## src/hw/rtl/rhsv_pkg.sv

```systemverilog
// Shared widths, constants and types for the RGB to HSV converter.
// No dependencies; imported by the channel interfaces and all modules.
package rhsv_pkg;

  // Field widths
  localparam int LEVEL_W = 8;
  localparam int HUE_W   = 16;
  localparam int SAT_W   = 16;

  // Hue sector offsets in units of chroma, and sectors per full turn
  localparam int SECTOR_GREEN = 2;
  localparam int SECTOR_BLUE  = 4;
  localparam int SECTORS      = 6;

  // Width of 6*chroma (at most 1530)
  localparam int SPAN_W = 11;

  // Signed hue numerator before the wrap into [0, 6*chroma)
  localparam int NUM_RAW_W = SPAN_W + 1;

  // Difference of two levels, signed
  localparam int DIFF_W = LEVEL_W + 1;

  // Quotient bits of the restoring dividers: 16 fraction bits plus the integer bit
  localparam int DIV_STEPS = HUE_W + 1;

  // Channel that holds the maximum level
  typedef enum logic [1:0] {
    SECT_RED,
    SECT_GREEN,
    SECT_BLUE
  } sector_t;

endpackage

```

## src/hw/rtl/rhsv_if.sv

```systemverilog
// Valid/ready channel interfaces for the RGB to HSV converter.
// Depends on rhsv_pkg for the field widths.
interface rhsv_pix_if;
  import rhsv_pkg::*;

  logic               valid;
  logic               ready;
  logic [LEVEL_W-1:0] red_level;
  logic [LEVEL_W-1:0] green_level;
  logic [LEVEL_W-1:0] blue_level;

  modport source (output valid, output red_level, output green_level, output blue_level,
                  input ready);
  modport sink   (input valid, input red_level, input green_level, input blue_level,
                  output ready);
endinterface

interface rhsv_hsv_if;
  import rhsv_pkg::*;

  logic               valid;
  logic               ready;
  logic [HUE_W-1:0]   hue_turn;
  logic [SAT_W-1:0]   saturation;
  logic [LEVEL_W-1:0] value_level;

  modport source (output valid, output hue_turn, output saturation, output value_level,
                  input ready);
  modport sink   (input valid, input hue_turn, input saturation, input value_level,
                  output ready);
endinterface

```

## src/hw/rtl/rgb_to_hsv_pixel_converter_core.sv

```systemverilog
// Top level of the RGB to HSV converter: max/min stage, hue numerator stage,
// two pipelined dividers. Depends on rhsv_pkg, rhsv_if and rhsv_divider.
//
// Takes one pixel per clock and gives one HSV result per clock while the
// output is not stalled. Two stages find the maximum, chroma and the hue
// numerator; two 17-stage restoring dividers, one quotient bit per stage,
// set the rest of the latency. A stall on the output freezes every stage at
// once, so no transaction is lost or repeated; while the output holds a
// result that is not taken, in_pix.ready stays low.
module rgb_to_hsv_pixel_converter_core (
  input  logic       clk,
  input  logic       rst_n,
  rhsv_pix_if.sink   in_pix,
  rhsv_hsv_if.source out_hsv
);
  import rhsv_pkg::*;

  localparam int PIPE_D = 2 + DIV_STEPS;

  logic advance;

  // Stage 1: maximum, chroma, sector and level difference
  logic                     s1_valid_r;
  logic [LEVEL_W-1:0]       s1_value_r;
  logic [LEVEL_W-1:0]       s1_chroma_r;
  sector_t                  s1_sector_r;
  logic signed [DIFF_W-1:0] s1_diff_r;

  logic [LEVEL_W-1:0]       max_nxt;
  logic [LEVEL_W-1:0]       min_nxt;
  sector_t                  sector_nxt;
  logic signed [DIFF_W-1:0] diff_nxt;

  // Stage 2: wrapped hue numerator and span
  logic                     s2_valid_r;
  logic [LEVEL_W-1:0]       s2_value_r;
  logic [LEVEL_W-1:0]       s2_chroma_r;
  logic [SPAN_W-1:0]        s2_num_r;
  logic [SPAN_W-1:0]        s2_span_r;

  logic [SPAN_W-1:0]           span_nxt;
  logic [SPAN_W-1:0]           base_nxt;
  logic signed [NUM_RAW_W-1:0] num_raw;
  logic [SPAN_W-1:0]           num_nxt;

  // Valid and value travel beside the dividers
  logic               vld_line_r [DIV_STEPS];
  logic [LEVEL_W-1:0] val_line_r [DIV_STEPS];

  logic [DIV_STEPS-1:0] hue_q;
  logic [DIV_STEPS-1:0] sat_q;

  // Hold every stage while a finished result waits
  assign advance      = !vld_line_r[PIPE_D-3] || out_hsv.ready;
  assign in_pix.ready = advance;

  // Find maximum and minimum; blue wins a tie over green, green over red
  always_comb begin
    logic [LEVEL_W-1:0] r;
    logic [LEVEL_W-1:0] g;
    logic [LEVEL_W-1:0] b;
    r = in_pix.red_level;
    g = in_pix.green_level;
    b = in_pix.blue_level;
    max_nxt = (g > r) ? g : r;
    if (b > max_nxt) max_nxt = b;
    min_nxt = (g < r) ? g : r;
    if (b < min_nxt) min_nxt = b;
    if (max_nxt == b) begin
      sector_nxt = SECT_BLUE;
      diff_nxt   = $signed({1'b0, r}) - $signed({1'b0, g});
    end else if (max_nxt == g) begin
      sector_nxt = SECT_GREEN;
      diff_nxt   = $signed({1'b0, b}) - $signed({1'b0, r});
    end else begin
      sector_nxt = SECT_RED;
      diff_nxt   = $signed({1'b0, g}) - $signed({1'b0, b});
    end
  end

  always_ff @(posedge clk) begin
    if (!rst_n) begin
      s1_valid_r <= 1'b0;
    end else if (advance) begin
      s1_valid_r <= in_pix.valid;
    end
  end

  always_ff @(posedge clk) begin
    if (advance) begin
      s1_value_r  <= max_nxt;
      s1_chroma_r <= max_nxt - min_nxt;
      s1_sector_r <= sector_nxt;
      s1_diff_r   <= diff_nxt;
    end
  end

  // Build the hue numerator and wrap it into one turn
  assign span_nxt = SPAN_W'(s1_chroma_r) * SPAN_W'(SECTORS);

  always_comb begin
    case (s1_sector_r)
      SECT_BLUE:  base_nxt = SPAN_W'(s1_chroma_r) * SPAN_W'(SECTOR_BLUE);
      SECT_GREEN: base_nxt = SPAN_W'(s1_chroma_r) * SPAN_W'(SECTOR_GREEN);
      default:    base_nxt = '0;
    endcase
    num_raw = $signed({1'b0, base_nxt}) + NUM_RAW_W'(s1_diff_r);
    if (num_raw < 0) begin
      num_nxt = SPAN_W'(num_raw + $signed({1'b0, span_nxt}));
    end else begin
      num_nxt = SPAN_W'(num_raw);
    end
  end

  always_ff @(posedge clk) begin
    if (!rst_n) begin
      s2_valid_r <= 1'b0;
    end else if (advance) begin
      s2_valid_r <= s1_valid_r;
    end
  end

  always_ff @(posedge clk) begin
    if (advance) begin
      s2_value_r  <= s1_value_r;
      s2_chroma_r <= s1_chroma_r;
      s2_num_r    <= num_nxt;
      s2_span_r   <= span_nxt;
    end
  end

  // Hue: num / (6*chroma) with 16 fraction bits
  rhsv_divider #(
    .DEN_W (SPAN_W),
    .STEPS (DIV_STEPS)
  ) u_hue_div (
    .clk   (clk),
    .en    (advance),
    .num_i (s2_num_r),
    .den_i (s2_span_r),
    .quo_o (hue_q)
  );

  // Saturation: chroma / value with 16 fraction bits, halved later
  rhsv_divider #(
    .DEN_W (LEVEL_W),
    .STEPS (DIV_STEPS)
  ) u_sat_div (
    .clk   (clk),
    .en    (advance),
    .num_i (s2_chroma_r),
    .den_i (s2_value_r),
    .quo_o (sat_q)
  );

  // Delay valid and value to match the dividers
  for (genvar i = 0; i < DIV_STEPS; i++) begin : g_line
    if (i == 0) begin : g_head
      always_ff @(posedge clk) begin
        if (!rst_n) begin
          vld_line_r[i] <= 1'b0;
        end else if (advance) begin
          vld_line_r[i] <= s2_valid_r;
        end
      end
      always_ff @(posedge clk) begin
        if (advance) val_line_r[i] <= s2_value_r;
      end
    end else begin : g_tail
      always_ff @(posedge clk) begin
        if (!rst_n) begin
          vld_line_r[i] <= 1'b0;
        end else if (advance) begin
          vld_line_r[i] <= vld_line_r[i-1];
        end
      end
      always_ff @(posedge clk) begin
        if (advance) val_line_r[i] <= val_line_r[i-1];
      end
    end
  end

  // Drive the result channel
  assign out_hsv.valid       = vld_line_r[DIV_STEPS-1];
  assign out_hsv.hue_turn    = hue_q[HUE_W-1:0];
  assign out_hsv.saturation  = sat_q[DIV_STEPS-1:1];
  assign out_hsv.value_level = val_line_r[DIV_STEPS-1];

endmodule

```

## src/hw/rtl/rhsv_divider.sv

```systemverilog
// Pipelined restoring divider: one quotient bit per register stage.
// Computes floor(num * 2^(STEPS-1) / den) for num <= den; a zero divisor gives 0.
module rhsv_divider #(
  parameter int DEN_W = rhsv_pkg::LEVEL_W,
  parameter int STEPS = rhsv_pkg::DIV_STEPS
) (
  input  logic             clk,
  input  logic             en,
  input  logic [DEN_W-1:0] num_i,
  input  logic [DEN_W-1:0] den_i,
  output logic [STEPS-1:0] quo_o
);
  import rhsv_pkg::*;

  // Stage registers; the last stage keeps no remainder
  logic [DEN_W-1:0] rem_r [STEPS-1];
  logic [DEN_W-1:0] den_r [STEPS];
  logic [STEPS-1:0] quo_r [STEPS];

  // Per-stage inputs
  logic [DEN_W:0]   trial  [STEPS];
  logic [DEN_W-1:0] den_in [STEPS];
  logic [STEPS-1:0] quo_in [STEPS];
  logic             take   [STEPS];

  for (genvar i = 0; i < STEPS; i++) begin : g_step
    // First step compares the numerator as is, later steps shift the remainder
    if (i == 0) begin : g_first
      assign trial[i]  = {1'b0, num_i};
      assign den_in[i] = den_i;
      assign quo_in[i] = '0;
    end else begin : g_next
      assign trial[i]  = {rem_r[i-1], 1'b0};
      assign den_in[i] = den_r[i-1];
      assign quo_in[i] = quo_r[i-1];
    end

    assign take[i] = (trial[i] >= {1'b0, den_in[i]});

    // Advance one quotient bit
    always_ff @(posedge clk) begin
      if (en) begin
        den_r[i] <= den_in[i];
        quo_r[i] <= {quo_in[i][STEPS-2:0], take[i]};
      end
    end

    // Keep the partial remainder for the next step
    if (i < STEPS - 1) begin : g_rem
      always_ff @(posedge clk) begin
        if (en) begin
          if (take[i]) begin
            rem_r[i] <= DEN_W'(trial[i] - {1'b0, den_in[i]});
          end else begin
            rem_r[i] <= trial[i][DEN_W-1:0];
          end
        end
      end
    end
  end

  // Drop the quotient of a zero divisor
  assign quo_o = (den_r[STEPS-1] == '0) ? '0 : quo_r[STEPS-1];

endmodule

```

## src/flat_wrapper.sv

```systemverilog
// flat-port wrapper written by rule: the top's interface ports become plain ports
module rgb_to_hsv_pixel_converter_core_flat import rhsv_pkg::*;
  (clk, rst_n, in_pix_valid, in_pix_red_level, in_pix_green_level, in_pix_blue_level, in_pix_ready, out_hsv_valid, out_hsv_hue_turn, out_hsv_saturation, out_hsv_value_level, out_hsv_ready);
  rhsv_pix_if in_pix_i ();
  rhsv_hsv_if out_hsv_i ();
  input  logic clk;
  input  logic rst_n;
  input wire logic [$bits(in_pix_i.valid)-1:0] in_pix_valid;
  input wire logic [$bits(in_pix_i.red_level)-1:0] in_pix_red_level;
  input wire logic [$bits(in_pix_i.green_level)-1:0] in_pix_green_level;
  input wire logic [$bits(in_pix_i.blue_level)-1:0] in_pix_blue_level;
  output wire logic [$bits(in_pix_i.ready)-1:0] in_pix_ready;
  output wire logic [$bits(out_hsv_i.valid)-1:0] out_hsv_valid;
  output wire logic [$bits(out_hsv_i.hue_turn)-1:0] out_hsv_hue_turn;
  output wire logic [$bits(out_hsv_i.saturation)-1:0] out_hsv_saturation;
  output wire logic [$bits(out_hsv_i.value_level)-1:0] out_hsv_value_level;
  input wire logic [$bits(out_hsv_i.ready)-1:0] out_hsv_ready;
  assign in_pix_i.valid = in_pix_valid;
  assign in_pix_i.red_level = in_pix_red_level;
  assign in_pix_i.green_level = in_pix_green_level;
  assign in_pix_i.blue_level = in_pix_blue_level;
  assign in_pix_ready = in_pix_i.ready;
  assign out_hsv_valid = out_hsv_i.valid;
  assign out_hsv_hue_turn = out_hsv_i.hue_turn;
  assign out_hsv_saturation = out_hsv_i.saturation;
  assign out_hsv_value_level = out_hsv_i.value_level;
  assign out_hsv_i.ready = out_hsv_ready;
  rgb_to_hsv_pixel_converter_core u_core (.clk(clk), .rst_n(rst_n), .in_pix(in_pix_i), .out_hsv(out_hsv_i));
endmodule
```

## config.mk

```make
export PLATFORM = sky130hd
export DESIGN_NAME = rgb_to_hsv_pixel_converter_core_flat
export DESIGN_NICKNAME = d
export VERILOG_FILES = /design/src/hw/rtl/rhsv_pkg.sv /design/src/hw/rtl/rhsv_if.sv /design/src/hw/rtl/rgb_to_hsv_pixel_converter_core.sv /design/src/hw/rtl/rhsv_divider.sv /design/src/flat_wrapper.sv
export SDC_FILE = /design/constraint.sdc
export NUM_CORES = 2
export LEC_CHECK = 0
export ABC_AREA = 1
export BUFFER_PORTS_ARGS = -buffer_cell sky130_fd_sc_hd__clkbuf_2
export CORE_MARGIN = 1.5
export CORE_UTILIZATION = 60
export CTS_CLUSTER_SIZE = 30
export DETAILED_ROUTE_END_ITERATION = 16
export PLACE_DENSITY = 0.75
export SKIP_CTS_REPAIR_TIMING = 1
export SKIP_LAST_GASP = 1
export SYNTH_ARGS = -nofsm -noshare
export SYNTH_HDL_FRONTEND = slang
export SYNTH_SLANG_ARGS = --single-unit
export TNS_END_PERCENT = 50
```

## constraint.sdc

```tcl
create_clock -name clk -period 42.7 [get_ports clk]
set_clock_uncertainty 0.05 [all_clocks]
set_input_delay 8.54 -clock clk [delete_from_list [all_inputs] [get_ports clk]]
set_output_delay 8.54 -clock clk [all_outputs]
set_load 0.01 [all_outputs]
```

==> results.json <==
{
  "yosys_register_bits": 957,
  "synth_top_family_by_area": "adder cells",
  "cp_data_arrival_time_ps": 9600,
  "grt_pass1_wl_um": 138600,
  "muxShareOfSynthArea_pct": 0.07078,
  "route.met3.wl_um": 2972,
  "timing.critical_path.from": "out_hsv_ready",
  "worstHoldPathType": "reg2reg",
  "finalMaxSlewViolations": 0,
  "cts_tree": "done",
  "yosysWarnings": 0,
  "die_w_um": 285.0,
  "clk_path_buf_depth": 3,
  "fill_cells": 5721,
  "finalNetCount": 4787,
  "wl_met2_um": 44600,
  "antenna_found_initial": 0,
  "slowest_stage": "buf_4",
  "port_buffers": 69,
  "root_buffer": "clkbuf_16",
  "start_util_pct": 60.51,
  "routed_via_density": 5.336,
  "highest_layer": "met4",
  "cts_sinks": 957,
  "hp-start": "u_core.u_hue_div.quo_r[0][69]$_DFFE_PN_",
  "setup_viol": 0,
  "crit_family": "buffers and inverters",
  "grt_max_degree": 191,
  "pin_count": 70,
  "reg2reg_from": "u_core.vld_line_r[16]$_DFF_P_",
  "tns_ps": 0,
  "vias": 29297,
  "antenna_cells": 0,
  "drc": 0,
  "max_freq_mhz": 54.98,
  "synth-simple-area-share_pct": 11.01,
  "cts_buffers": 97,
  "drt_iter0_markers": 1681,
  "drv_cap": 0,
  "max_slew_margin_pct": 29.49,
  "cts.htree.levels": 3,
  "drtAntennaViolNets": 0,
  "dp_hpwl_um": 59310,
  "worst_pin_slew_ps": 1058,
  "grt_use_total_pct": 20.92,
  "rsz0062_at_grt": "false",
  "outcome": "completed",
  "final.min_clock_period_ps": 18190,
  "cp.required_ps": 34110,
  "start_kind": "input port",
  "gp_congestion": 0.8948,
  "dr.pass1.iters": 6,
  "grt.overflow.total": 0,
  "row_count": 103,
  "synth_compound_area_share_pct": 7.975,
  "grt_pass1_vias": 29258,
  "layout_setup_ws_ps": 24510,
  "ys_types": 58,
  "crit_type": "in2out",
  "min_period_over_period_pct": 42.60,
  "coreArea_um2": 78870,
  "area_growth_pct": 9.881,
  "slowest_delay_ps": 390,
  "synthXorXnorAreaFrac_pct": 4.092,
  "worstPathMaxFanout": 46,
  "end_kind": "primary output",
  "synthAdderAreaFrac_pct": 11.12,
  "path_cells": "clkbuf_2 > nor2_4 > buf_4 > inv_8 > clkbuf_2",
  "clk_pin_slew_ps": 60,
  "syn_area_um2": 47730,
  "worstSkewPairLatency_ps": 660,
  "synthCells": 4223,
  "dieArea_um2": 81250,
  "routed_wl_um": 84520,
  "yosysSeqAreaShare_pct": 60.13,
  "syn_nets": 4653,
  "die_h_um": 285.0,
  "crit_top_cell": "clkbuf_2",
  "path_buf_inv": 4,
  "wl_met1_um": 35040,
  "pre_cts_slack_ps": 24480,
  "drive_gt1_share_pct": 6.869,
  "hold_viol_final": 0,
  "routedWlPerCell_um": 15.39,
  "synth_area_per_cell_um2": 11.30
}
## final cells by class
cell class                 count  area [µm²]  share of cell area, %
clock buffer                 124        2549                  4.860
clock inverter                58       588.1                  1.121
inverter                     653        2466                  4.703
multi-input combinational   2565       16360                  31.21
sequential                   957       28700                  54.72
tap                         1050        1314                  2.505
timing repair buffer          83       462.9                 0.8828
## layer usage
metal  global-route usage [%]  up-vias
met3                    2.472      138
met5                        0        -
met4                    6.786        0
met2                    39.25      482
met1                    24.90    13900
li1                         -    14777
## sequential cells by signal, summed over array words and instances (netlist names)
signal and cells:
u_core.u_hue_div.den_r 170, u_core.u_sat_div.quo_r 152, u_core.s2_num_r 11, u_core.vld_line_r 17, u_core.s2_span_r 9, u_core.u_hue_div.quo_r 136
u_core.s2_valid_r 1, u_core.s1_sector_r 2, u_core.u_sat_div.den_r 1, u_core.s1_value_r 8, u_core.u_sat_div.rem_r 120, u_core.val_line_r 135
u_core.s1_valid_r 1, u_core.s1_diff_r 9, u_core.s1_chroma_r 8, u_core.s2_value_r 8, u_core.u_hue_div.rem_r 161, u_core.s2_chroma_r 8
## stage by stage
stage / instances / hold slack [ps] / util [%] / area, µm²
6_report: 5490 / 328.2 / 66.49 / 52440
3_3_place_gp: 5308 / 350.4 / 62.51 / 49300
2_1_floorplan: 4223 / 350.3 / - / 47730
5_1_grt: 5490 / 335.8 / 66.49 / 52440
3_5_place_dp: 5308 / 354.5 / 62.51 / 49300
4_1_cts: 5490 / 323.2 / 66.49 / 52440
## layout by cell type, fill, tap and decap left out, types with 7 or more instances in the layout
cell type / instances
xnor2_1: 85
nor3_1: 21
ha_1: 365
nand2_2: 26
nand3_2: 7
nand4_1: 8
a211oi_1: 17
edfxtp_1: 953
buf_4: 13
inv_2: 8
o22ai_1: 11
a311oi_1: 10
clkbuf_2: 69
o21bai_1: 30
clkbuf_1: 25
nor2_1: 365
nand2_1: 634
inv_1: 643
xor2_1: 138
bufinv_16: 8
clkbuf_16: 97
fa_1: 37
a21oi_1: 337
clkinv_2: 16
nor4_1: 11
clkinv_1: 23
nor4b_1: 8
a31oi_1: 36
or2_2: 20
o21ai_0: 203
nand3_1: 130
## cells in the mapped netlist, drive strengths merged
cell type	count	area (µm²)
ha	365	4567
xor2	138	1209
and2	4	25.02
or2	21	131.4
nand3b	2	15.01
o21bai	30	225.2
a31o	1	8.760
nand3	139	755.7
a2111o	2	22.52
dfxtp	4	80.08
o311ai	1	8.760
a22o	1	8.760
nand2	662	2565
a21oi	338	1703
a21o	3	22.52
nor2	374	1449
o221ai	2	17.52
o2111ai	1	8.760
nor4b	8	70.07
o22ai	11	68.82
inv	653	2451
o41ai	2	36.29
xnor2	85	744.5
a211oi	17	127.6
a31oi	36	225.2
o21a	3	22.52
a32o	2	20.02
nand4	9	71.32
nor4	11	68.82
mux2	3	33.78
o211ai	6	45.04
nor3	21	105.1
buf	7	66.31
edfxtp	953	28620
a221oi	2	17.52
fa	37	740.7
clkbuf	41	153.9
a311oi	10	87.58
o31ai	2	15.01
o21ai	214	1097
a211o	2	17.52
## logic make-up (layout without fill, tap and decap cells)
family | after synthesis | in the layout
and+or+nand+nor | 1251 | 1251
xor gates and xnor gates | 223 | 223
adders and majority gates | 402 | 402
muxes | 3 | 3
buffers and inverters | 701 | 918
DFF | 957 | 957
AOI/OAI and AO/OA | 686 | 686
## worst paths after layout
check	to	slack (ps)	cells after the start
setup / recovery	in_pix_ready	24510	5
hold / removal	u_core.u_hue_div.quo_r[0][87]$_DFFE_PN_	330	0
setup reg to reg	u_core.u_sat_div.rem_r[0][60]$_DFFE_PP_	38350	10
hold reg to reg	u_core.u_hue_div.quo_r[0][87]$_DFFE_PN_	330	0
## worst register-to-register path, stage by stage (launching register included)
cell and delay [ps]:
dfxtp_1 300, inv_1 80, nor2_4 30, buf_4 250, inv_8 370, buf_4 530, buf_4 510, buf_12 670
nand3_1 890, nor2_1 300, a21oi_1 70
Power is not shown: default switching activity piles up to over one toggle a cycle in this logic, so the estimate is an artifact.
